<file path="src/rtl/asrw_pkg.sv">
// ----------------------------------------------------------------------------
// Adapter register window package
// Item and result types, command codes, cell indexes and masks shared by the
// register window modules.
// ----------------------------------------------------------------------------
`default_nettype none

package asrw_pkg;

    localparam logic [2:0] CMD_READ        = 3'd0;
    localparam logic [2:0] CMD_WRITE       = 3'd1;
    localparam logic [2:0] CMD_VBLANK_ON   = 3'd2;
    localparam logic [2:0] CMD_VBLANK_OFF  = 3'd3;
    localparam logic [2:0] CMD_MASTER_ACK  = 3'd4;
    localparam logic [2:0] CMD_SLAVE_ACK   = 3'd5;
    localparam logic [2:0] CMD_FIFO_POP    = 3'd6;
    localparam logic [2:0] CMD_RESERVED    = 3'd7;

    localparam logic       CFG_CART_SIZE   = 1'b0;
    localparam logic       CFG_BOOT_ROM    = 1'b1;

    // Word cell indexes (byte offset divided by two).
    localparam logic [4:0] CELL_CTRL       = 5'h00;
    localparam logic [4:0] CELL_INT        = 5'h01;
    localparam logic [4:0] CELL_BANK       = 5'h02;
    localparam logic [4:0] CELL_REQ        = 5'h03;
    localparam logic [4:0] CELL_SRC_HI     = 5'h04;
    localparam logic [4:0] CELL_SRC_LO     = 5'h05;
    localparam logic [4:0] CELL_DST_HI     = 5'h06;
    localparam logic [4:0] CELL_DST_LO     = 5'h07;
    localparam logic [4:0] CELL_LENGTH     = 5'h08;
    localparam logic [4:0] CELL_FIFO       = 5'h09;
    localparam logic [4:0] CELL_PWM_CTRL   = 5'h18;
    localparam logic [4:0] CELL_PWM_PERIOD = 5'h19;
    localparam logic [1:0] CELL_SHARED_TAG = 2'b10;

    localparam logic [15:0] CTRL_WRITE_MASK = 16'hFF7C;
    localparam logic [15:0] CTRL_VBLANK     = 16'h0080;
    localparam logic [15:0] CTRL_READ_MASK  = 16'hFFFC;
    localparam logic [6:0]  BANK_WINDOW_64K = 7'd16;
    localparam logic [6:0]  CART_SIZE_RESET = 7'd64;

    typedef struct packed {
        logic [2:0] cmd;
        logic [5:0] byte_offset;
        logic [7:0] write_byte;
    } t_item;

    typedef struct packed {
        logic [7:0]  read_byte;
        logic        slave_reset_held;
        logic        raise_master_cmd;
        logic        raise_slave_cmd;
        logic        vblank_irq;
        logic        map_boot_overlay;
        logic        bank_retarget;
        logic [1:0]  bank_now;
        logic        fifo_push_valid;
        logic [15:0] fifo_push_word;
        logic        fifo_overflow;
    } t_result;

endpackage

`default_nettype wire

</file>
<file path="src/rtl/adapter_system_register_window_core.sv">
// An accepted item waits in the input register until the result register is empty
// or drains; its result is then registered. Throughput: one item per cycle while
// i_out_ready is high, set by the single decode and update stage between the input
// register and the result register. Reset: synchronous, active low; the valid flags
// and the window state are reset, and items are accepted once reset is released.
// ----------------------------------------------------------------------------
// Adapter system register window core
// Main CPU register window of the adapter with an input register, the register
// state stage and a result register.
// ----------------------------------------------------------------------------
`default_nettype none

module adapter_system_register_window_core #(
    parameter int FIFO_DEPTH = 8
) (
    input  wire         i_clk,
    input  wire         i_rst_n,
    input  wire         i_in_valid,
    output logic        o_in_ready,
    input  wire  [2:0]  i_cmd,
    input  wire  [5:0]  i_byte_offset,
    input  wire  [7:0]  i_write_byte,
    output logic        o_out_valid,
    input  wire         i_out_ready,
    output logic [7:0]  o_read_byte,
    output logic        o_slave_reset_held,
    output logic        o_raise_master_cmd,
    output logic        o_raise_slave_cmd,
    output logic        o_vblank_irq,
    output logic        o_map_boot_overlay,
    output logic        o_bank_retarget,
    output logic [1:0]  o_bank_now,
    output logic        o_fifo_push_valid,
    output logic [15:0] o_fifo_push_word,
    output logic        o_fifo_overflow,
    input  wire         i_cfg_valid,
    output logic        o_cfg_ready,
    input  wire         i_cfg_index,
    input  wire  [6:0]  i_cfg_data
);
    import asrw_pkg::*;

    logic    r_in_valid;
    t_item   r_item;
    logic    r_out_valid;
    t_result r_out;
    t_result w_result;
    logic    w_step;
    logic    w_in_accept;

    assign w_step      = r_in_valid && (!r_out_valid || i_out_ready);
    assign o_in_ready  = !r_in_valid || w_step;
    assign w_in_accept = i_in_valid && o_in_ready;
    assign o_cfg_ready = 1'b1;

    asrw_regs #(
        .FIFO_DEPTH (FIFO_DEPTH)
    ) u_regs (
        .i_clk       (i_clk),
        .i_rst_n     (i_rst_n),
        .i_step      (w_step),
        .i_item      (r_item),
        .i_cfg_write (i_cfg_valid),
        .i_cfg_index (i_cfg_index),
        .i_cfg_data  (i_cfg_data),
        .o_result    (w_result)
    );

    always_ff @(posedge i_clk) begin
        if (!i_rst_n) begin
            r_in_valid  <= 1'b0;
            r_out_valid <= 1'b0;
        end else begin
            r_in_valid <= w_in_accept || (r_in_valid && !w_step);
            if (w_step) begin
                r_out_valid <= 1'b1;
            end else if (i_out_ready) begin
                r_out_valid <= 1'b0;
            end
        end
    end

    always_ff @(posedge i_clk) begin
        if (w_in_accept) begin
            r_item.cmd         <= i_cmd;
            r_item.byte_offset <= i_byte_offset;
            r_item.write_byte  <= i_write_byte;
        end
        if (w_step) begin
            r_out <= w_result;
        end
    end

    assign o_out_valid        = r_out_valid;
    assign o_read_byte        = r_out.read_byte;
    assign o_slave_reset_held = r_out.slave_reset_held;
    assign o_raise_master_cmd = r_out.raise_master_cmd;
    assign o_raise_slave_cmd  = r_out.raise_slave_cmd;
    assign o_vblank_irq       = r_out.vblank_irq;
    assign o_map_boot_overlay = r_out.map_boot_overlay;
    assign o_bank_retarget    = r_out.bank_retarget;
    assign o_bank_now         = r_out.bank_now;
    assign o_fifo_push_valid  = r_out.fifo_push_valid;
    assign o_fifo_push_word   = r_out.fifo_push_word;
    assign o_fifo_overflow    = r_out.fifo_overflow;

    a_stall_only_when_full: assert property (@(posedge i_clk) disable iff (!i_rst_n)
        !o_in_ready |-> (r_in_valid && r_out_valid && !i_out_ready))
        else $error("input stalled while the result register could drain");

    a_push_excludes_overflow: assert property (@(posedge i_clk) disable iff (!i_rst_n)
        o_out_valid |-> !(o_fifo_push_valid && o_fifo_overflow))
        else $error("push and overflow reported for the same item");

    a_push_word_zero: assert property (@(posedge i_clk) disable iff (!i_rst_n)
        (o_out_valid && !o_fifo_push_valid) |-> (o_fifo_push_word == 16'h0000))
        else $error("push word nonzero without a push");

    a_step_fills_output: assert property (@(posedge i_clk) disable iff (!i_rst_n)
        w_step |=> o_out_valid)
        else $error("processed item did not reach the result register");

endmodule

`default_nettype wire

</file>
<file path="src/rtl/asrw_regs.sv">
// ----------------------------------------------------------------------------
// Adapter register window state
// Holds the window's registers and executes one item per step, producing the
// result item from the current state.
// ----------------------------------------------------------------------------
`default_nettype none

module asrw_regs #(
    parameter int FIFO_DEPTH = 8
) (
    input  wire                   i_clk,
    input  wire                   i_rst_n,
    input  wire                   i_step,
    input  asrw_pkg::t_item       i_item,
    input  wire                   i_cfg_write,
    input  wire                   i_cfg_index,
    input  wire  [6:0]            i_cfg_data,
    output asrw_pkg::t_result     o_result
);
    import asrw_pkg::*;

    localparam int FILL_W = $clog2(FIFO_DEPTH + 1);
    localparam logic [FILL_W-1:0] FILL_MAX = FILL_W'(FIFO_DEPTH);

    logic [6:0]        r_cart_size;
    logic              r_boot_rom;
    logic [15:0]       r_ctrl,       n_ctrl;
    logic              r_enabled,    n_enabled;
    logic              r_slave_rst,  n_slave_rst;
    logic              r_master_pnd, n_master_pnd;
    logic              r_slave_pnd,  n_slave_pnd;
    logic [1:0]        r_bank,       n_bank;
    logic [2:0]        r_req,        n_req;
    logic [7:0]        r_src_hi,     n_src_hi;
    logic [15:0]       r_src_lo,     n_src_lo;
    logic [7:0]        r_dst_hi,     n_dst_hi;
    logic [15:0]       r_dst_lo,     n_dst_lo;
    logic [15:0]       r_length,     n_length;
    logic [FILL_W-1:0] r_fill,       n_fill;
    logic [7:0]        r_pend_hi,    n_pend_hi;
    logic [15:0]       r_shared [8];
    logic [15:0]       n_shared [8];
    logic [15:0]       r_pwm_ctrl,   n_pwm_ctrl;
    logic [15:0]       r_pwm_period, n_pwm_period;

    logic [4:0]        w_cell;
    logic              w_odd;
    logic [15:0]       w_cur;
    logic [15:0]       w_nxt;
    logic [4:0]        w_window;
    t_result           w_res;

    assign w_cell   = i_item.byte_offset[5:1];
    assign w_odd    = i_item.byte_offset[0];
    assign w_window = (r_cart_size > BANK_WINDOW_64K) ? BANK_WINDOW_64K[4:0]
                                                      : r_cart_size[4:0];

    always_comb begin
        w_cur = 16'h0000;
        unique case (w_cell)
            CELL_CTRL: begin
                w_cur    = r_ctrl & CTRL_READ_MASK;
                w_cur[0] = r_enabled;
                w_cur[1] = ~r_slave_rst;
            end
            CELL_INT:        w_cur = {14'h0000, r_slave_pnd, r_master_pnd};
            CELL_BANK:       w_cur = {14'h0000, r_bank};
            CELL_REQ:        w_cur = {8'h00, (r_fill >= FILL_MAX), 4'h0, r_req};
            CELL_SRC_HI:     w_cur = {8'h00, r_src_hi};
            CELL_SRC_LO:     w_cur = r_src_lo;
            CELL_DST_HI:     w_cur = {8'h00, r_dst_hi};
            CELL_DST_LO:     w_cur = r_dst_lo;
            CELL_LENGTH:     w_cur = r_length;
            CELL_PWM_CTRL:   w_cur = r_pwm_ctrl;
            CELL_PWM_PERIOD: w_cur = r_pwm_period;
            default: begin
                if (w_cell[4:3] == CELL_SHARED_TAG) begin
                    w_cur = r_shared[w_cell[2:0]];
                end
            end
        endcase
        w_nxt = w_odd ? {w_cur[15:8], i_item.write_byte}
                      : {i_item.write_byte, w_cur[7:0]};
    end

    always_comb begin
        n_ctrl       = r_ctrl;
        n_enabled    = r_enabled;
        n_slave_rst  = r_slave_rst;
        n_master_pnd = r_master_pnd;
        n_slave_pnd  = r_slave_pnd;
        n_bank       = r_bank;
        n_req        = r_req;
        n_src_hi     = r_src_hi;
        n_src_lo     = r_src_lo;
        n_dst_hi     = r_dst_hi;
        n_dst_lo     = r_dst_lo;
        n_length     = r_length;
        n_fill       = r_fill;
        n_pend_hi    = r_pend_hi;
        n_shared     = r_shared;
        n_pwm_ctrl   = r_pwm_ctrl;
        n_pwm_period = r_pwm_period;
        w_res        = '0;

        unique case (i_item.cmd)
            CMD_READ: begin
                w_res.read_byte = w_odd ? w_cur[7:0] : w_cur[15:8];
            end
            CMD_WRITE: begin
                unique case (w_cell)
                    CELL_CTRL: begin
                        n_ctrl = (w_nxt & CTRL_WRITE_MASK) | (r_ctrl & CTRL_VBLANK);
                        if (w_nxt[0] && !r_enabled) begin
                            n_enabled              = 1'b1;
                            w_res.map_boot_overlay = r_boot_rom;
                        end
                        if (w_nxt[0] && w_nxt[1]) begin
                            n_slave_rst = 1'b0;
                        end else if (!w_nxt[1]) begin
                            n_slave_rst = 1'b1;
                        end
                    end
                    CELL_INT: begin
                        if (w_nxt[0]) begin
                            w_res.raise_master_cmd = ~r_master_pnd;
                            n_master_pnd           = 1'b1;
                        end
                        if (w_nxt[1]) begin
                            w_res.raise_slave_cmd = ~r_slave_pnd;
                            n_slave_pnd           = 1'b1;
                        end
                    end
                    CELL_BANK: begin
                        n_bank              = w_nxt[1:0];
                        w_res.bank_retarget = (r_cart_size != 7'd0) &&
                            (({2'b00, w_nxt[1:0], 4'h0} + {3'b000, w_window})
                             <= {1'b0, r_cart_size});
                    end
                    CELL_REQ: begin
                        n_req = w_nxt[2:0];
                        if (!w_nxt[2]) begin
                            n_fill = '0;
                        end
                    end
                    CELL_SRC_HI:     n_src_hi     = w_nxt[7:0];
                    CELL_SRC_LO:     n_src_lo     = {w_nxt[15:1], 1'b0};
                    CELL_DST_HI:     n_dst_hi     = w_nxt[7:0];
                    CELL_DST_LO:     n_dst_lo     = {w_nxt[15:1], 1'b0};
                    CELL_LENGTH:     n_length     = w_nxt;
                    CELL_PWM_CTRL:   n_pwm_ctrl   = w_nxt;
                    CELL_PWM_PERIOD: n_pwm_period = w_nxt;
                    CELL_FIFO: begin
                        if (!w_odd) begin
                            n_pend_hi = i_item.write_byte;
                        end else if (r_req[2]) begin
                            if (r_fill >= FILL_MAX) begin
                                w_res.fifo_overflow = 1'b1;
                            end else begin
                                n_fill                = r_fill + 1'b1;
                                w_res.fifo_push_valid = 1'b1;
                                w_res.fifo_push_word  = {r_pend_hi, i_item.write_byte};
                            end
                        end
                    end
                    default: begin
                        if (w_cell[4:3] == CELL_SHARED_TAG) begin
                            n_shared[w_cell[2:0]] = w_nxt;
                        end
                    end
                endcase
            end
            CMD_VBLANK_ON: begin
                n_ctrl           = r_ctrl | CTRL_VBLANK;
                w_res.vblank_irq = 1'b1;
            end
            CMD_VBLANK_OFF: n_ctrl       = r_ctrl & ~CTRL_VBLANK;
            CMD_MASTER_ACK: n_master_pnd = 1'b0;
            CMD_SLAVE_ACK:  n_slave_pnd  = 1'b0;
            CMD_FIFO_POP: begin
                if (r_fill != '0) begin
                    n_fill = r_fill - 1'b1;
                end
            end
            default: begin
            end
        endcase

        w_res.slave_reset_held = n_slave_rst;
        w_res.bank_now         = n_bank;
    end

    assign o_result = w_res;

    always_ff @(posedge i_clk) begin
        if (!i_rst_n) begin
            r_cart_size  <= CART_SIZE_RESET;
            r_boot_rom   <= 1'b1;
            r_ctrl       <= 16'h0000;
            r_enabled    <= 1'b0;
            r_slave_rst  <= 1'b1;
            r_master_pnd <= 1'b0;
            r_slave_pnd  <= 1'b0;
            r_bank       <= 2'b00;
            r_req        <= 3'b000;
            r_src_hi     <= 8'h00;
            r_src_lo     <= 16'h0000;
            r_dst_hi     <= 8'h00;
            r_dst_lo     <= 16'h0000;
            r_length     <= 16'h0000;
            r_fill       <= '0;
            r_pend_hi    <= 8'h00;
            r_shared     <= '{default: 16'h0000};
            r_pwm_ctrl   <= 16'h0000;
            r_pwm_period <= 16'h0000;
        end else begin
            if (i_cfg_write) begin
                unique case (i_cfg_index)
                    CFG_CART_SIZE: r_cart_size <= i_cfg_data;
                    CFG_BOOT_ROM:  r_boot_rom  <= i_cfg_data[0];
                    default: begin
                    end
                endcase
            end
            if (i_step) begin
                r_ctrl       <= n_ctrl;
                r_enabled    <= n_enabled;
                r_slave_rst  <= n_slave_rst;
                r_master_pnd <= n_master_pnd;
                r_slave_pnd  <= n_slave_pnd;
                r_bank       <= n_bank;
                r_req        <= n_req;
                r_src_hi     <= n_src_hi;
                r_src_lo     <= n_src_lo;
                r_dst_hi     <= n_dst_hi;
                r_dst_lo     <= n_dst_lo;
                r_length     <= n_length;
                r_fill       <= n_fill;
                r_pend_hi    <= n_pend_hi;
                r_shared     <= n_shared;
                r_pwm_ctrl   <= n_pwm_ctrl;
                r_pwm_period <= n_pwm_period;
            end
        end
    end

endmodule

`default_nettype wire
</file>
<file path="config.mk">
export PLATFORM = sky130hd
export DESIGN_NAME = adapter_system_register_window_core
export DESIGN_NICKNAME = d
export VERILOG_FILES = /design/src/rtl/asrw_pkg.sv /design/src/rtl/adapter_system_register_window_core.sv /design/src/rtl/asrw_regs.sv
export SDC_FILE = /design/constraint.sdc
export NUM_CORES = 1
export LEC_CHECK = 0
export CORE_MARGIN = 5
export CORE_UTILIZATION = 40
export CTS_CLUSTER_DIAMETER = 150
export DETAILED_ROUTE_END_ITERATION = 7
export DONT_BUFFER_PORTS = 1
export GPL_ROUTABILITY_DRIVEN = 0
export GPL_TIMING_DRIVEN = 1
export SYNTH_ARGS = -nofsm -noshare
export SYNTH_HDL_FRONTEND = slang
export SYNTH_SLANG_ARGS = --single-unit
export TNS_END_PERCENT = 20
</file>
<file path="constraint.sdc">
create_clock -name i_clk -period 5.23 [get_ports i_clk]
set_input_delay 1.046 -clock i_clk [delete_from_list [all_inputs] [get_ports i_clk]]
set_output_delay 1.046 -clock i_clk [all_outputs]
set_load 0.02 [all_outputs]
</file>
==> reports/metrics.csv <==
metric;value;unit
status;completed;
I/O Pins;67;
DRC violations left;0;
final setup violation count;0;
clk_lat worst skew;0.52;ns
Max-Cap Viols;0;
Placed Cells;1886;
DRT Wirelength;42800;um
1st-pass router iterations;5;
DRT iter0 DRCs;1198;
post-CTS setup buffer count;0;
H-tree Lvls;2;
Synth cell types;85;
setup TNS;0;ns
hold_sp;u_regs.r_pend_hi[1];
critical path class;reg2reg;
Detail Route Antenna Nets;0;
Gate Count Post-Synth;1527;
post-synth top area share;38.1;%
CTS Buffer Depth;3;
die area;0.0389;mm^2
Pins Over Slew Limit;0;
Final nets;1506;
RSZ-0062 raised after global routing;no;
Tcrit/Tclk final;81.0;%
core area;0.0345;mm^2
Clock transition at path regs;0.06;ns
slowest CP cell;edfxtp_1;
diode count;0;
die width;197;um
YS warnings;0;
Post-CTS Hold Buffers;0;
post-synthesis sequential area ratio;49.0;%
die height;197;um
RR Startpoint;r_item[10];
CP Max Fanout;23;
CTS tree;yes;
fin util;44.4;%
crit start category;flip-flop;
flops & latches, synth;318;
Yosys top cell by area;dfxtp_1;
starting density of the core;40.6;%
first-pass GRT wire length;65400;um
GRT Residual Overflow;0;
via count;11499;
synth top area cells;dfxtp_1 (38%), edfxtp_1 (11%), nand2_1 (6.2%), nand3_1 (5.9%), o21ai_0 (5.4%);
Avg Vias per Cell;5.90;
flop-to-flop setup slack;0.99;ns
# resized after CTS;0;
largest net degree at the start of global routing;150;
Num CTS Buffers;36;
Least-Margin Pin Slew;1.22;ns
root buf cell;clkbuf_16;
syn_nets;1564;
GRT Util Overall;21.5;%
R2R depth;10;
vias in the first global route;10792;
cell area after synthesis;0.0140;mm^2
layout cell share with drive strength beyond 1;10.3;%
ys flop type;dfxtp_1;
critical path required time;5.55;ns
crit-path leading delay family;compound AO/OA/AOI/OAI gates;
std cell rows;68;
Pwr per Cell Area;351;mW/mm^2
peak supply drop;0.214;mV
RR Endpoint;o_bank_retarget;
Area Overhead vs Synth;9.24;%
Crit. End Element;flip-flop;
post-layout minimum cycle time;4.24;ns
WP buf/inv;1;
Hold EP;u_regs.r_pend_hi[1];
Pleak;0.00495;uW
Hold Crit Class;reg2reg;
Post-synth EDFFs;51;
FMAX;236;MHz
hold path cells;2;
most common cell after layout, fill and taps aside;dfxtp_1;
ys async rst share;0;%
routed len/inst;22.0;um
CP max stage delay;0.97;ns
CP Data Arrival Time;4.56;ns
post-synthesis area per instance;9.19;um^2
port bufs;0;
Final HPWL DP;27700;um
Finished Layout Cells;1950;
initial antenna violation count;1;
launch point of the worst path;r_item[10];
worst rel slew slack;17.8;%
Sink Count;318;
commonest non-fill, non-tap cells in the layout;dfxtp_1 (267), nand2_1 (232), nand3_1 (166), o21ai_0 (152), a21oi_1 (126);
Clock Skew;0.0158;ns
overall power;5380;uW
Hold Violations, Final;0;
CP cell instances;buf_4 -> mux4_2 -> a22o_1 -> a2111oi_4 -> a31oi_4 -> ha_1 -> ha_1 -> a21o_1 -> a21o_1 -> a221oi_1;
[metal layers]
metal  GRT usage (%)  routed length, um  up-vias
met4            7.99               1630        0
met3            3.04               2770      104
met1            28.9              18400     5572
li1                -                  -     5393
met2            35.3              20000      430
met5               0                  0        -
[tightest hold or removal path, delay by kind of cell, from the launching register on]
| family | cells | cell delay [ns] |
|---|---|---|
| flops | 1 | 0.30 |
| compound gates | 1 | 0.05 |
| simple gates | 1 | 0.05 |
[logic make-up (layout without fill, tap and decap cells)]
kind of cell               after synthesis  count (layout)  synth area share (%)
buffers and inverters                  145             113                  5.38
other                                    1               1                0.0267
muxes                                   64              64                  6.48
AOI/OAI and AO/OA                      398             398                  17.8
adders and majority gates                7               7                 0.624
and+or+nand+nor                        594             594                  20.7
DFF                                    318             318                  49.0
[layout make-up]
class                           count  area, um^2
Multi-Input combinational cell   1064        6400
Timing Repair Buffer               28         210
Fill cell                        3377       19200
Tap cell                          455         569
Sequential cell                   318        6880
Inverter                           21        81.3
Clock inverter                     10         158
Clock buffer                       54        1030
[cells in the mapped netlist, drive strengths merged, types with 4 or more instances]
master   count
o2111ai      7
a2111oi      4
and2        19
nand3b       4
a21oi      126
edfxtp      51
nor4         8
nand2      233
inv         20
nand3      167
o211ai      12
a211oi      25
nor3        25
nor2        66
mux2        14
nor2b       12
a221oi       6
buf         52
a41oi        6
nor3b       11
ha           7
and4         7
mux4        20
and3         6
dfxtp      267
a22o         4
nand4       13
a22oi       19
nand2b       7
a31oi        7
o21ai      155
mux2i       30
clkbuf      72
[worst max path at each step]
stage | slack [ns] | depth (start not counted) | endpoint
2_1_floorplan | 1.55 | 18 | o_bank_retarget
3_3_place_gp | 1.15 | 10 | o_bank_retarget
3_5_place_dp | 1.08 | 10 | o_bank_retarget
4_1_cts | 1.07 | 10 | o_bank_retarget
5_1_grt | 0.86 | 10 | o_bank_retarget
6_report | 0.99 | 10 | o_bank_retarget
[power breakdown]
group	total, uW	switching (uW)	internal [uW]
Clock	2560	995	1560
Combinational	259	188	70.7
Sequential	2570	53.2	2510
Total	5380	1240	4140
[per-stage QoR]
step                area, um^2  setup slack (ns)  hold WS (ns)
finish                   15300             0.993         0.447
global route             15300             0.864         0.462
CTS                      15300              1.07         0.449
detailed placement       14100              1.08         0.443
global placement         14100              1.15         0.435
floorplan                14000              1.55         0.427
[state kept, by name, summed over array words and instances (netlist names), 2 cells and up]
signal / flops
u_regs.r_cart_size: 7
u_regs.r_pwm_ctrl: 16
u_regs.r_src_hi: 8
u_regs.r_ctrl: 14
u_regs.r_src_lo: 15
r_item: 17
o_bank_now: 2
u_regs.r_dst_hi: 8
u_regs.r_shared: 128
u_regs.r_dst_lo: 15
o_fifo_push_word: 16
u_regs.r_length: 16
u_regs.r_req: 3
u_regs.r_fill: 4
u_regs.r_bank: 2
o_read_byte: 8
u_regs.r_pwm_period: 16
u_regs.r_pend_hi: 8
Note: power is estimated with default switching activity, not from simulation.
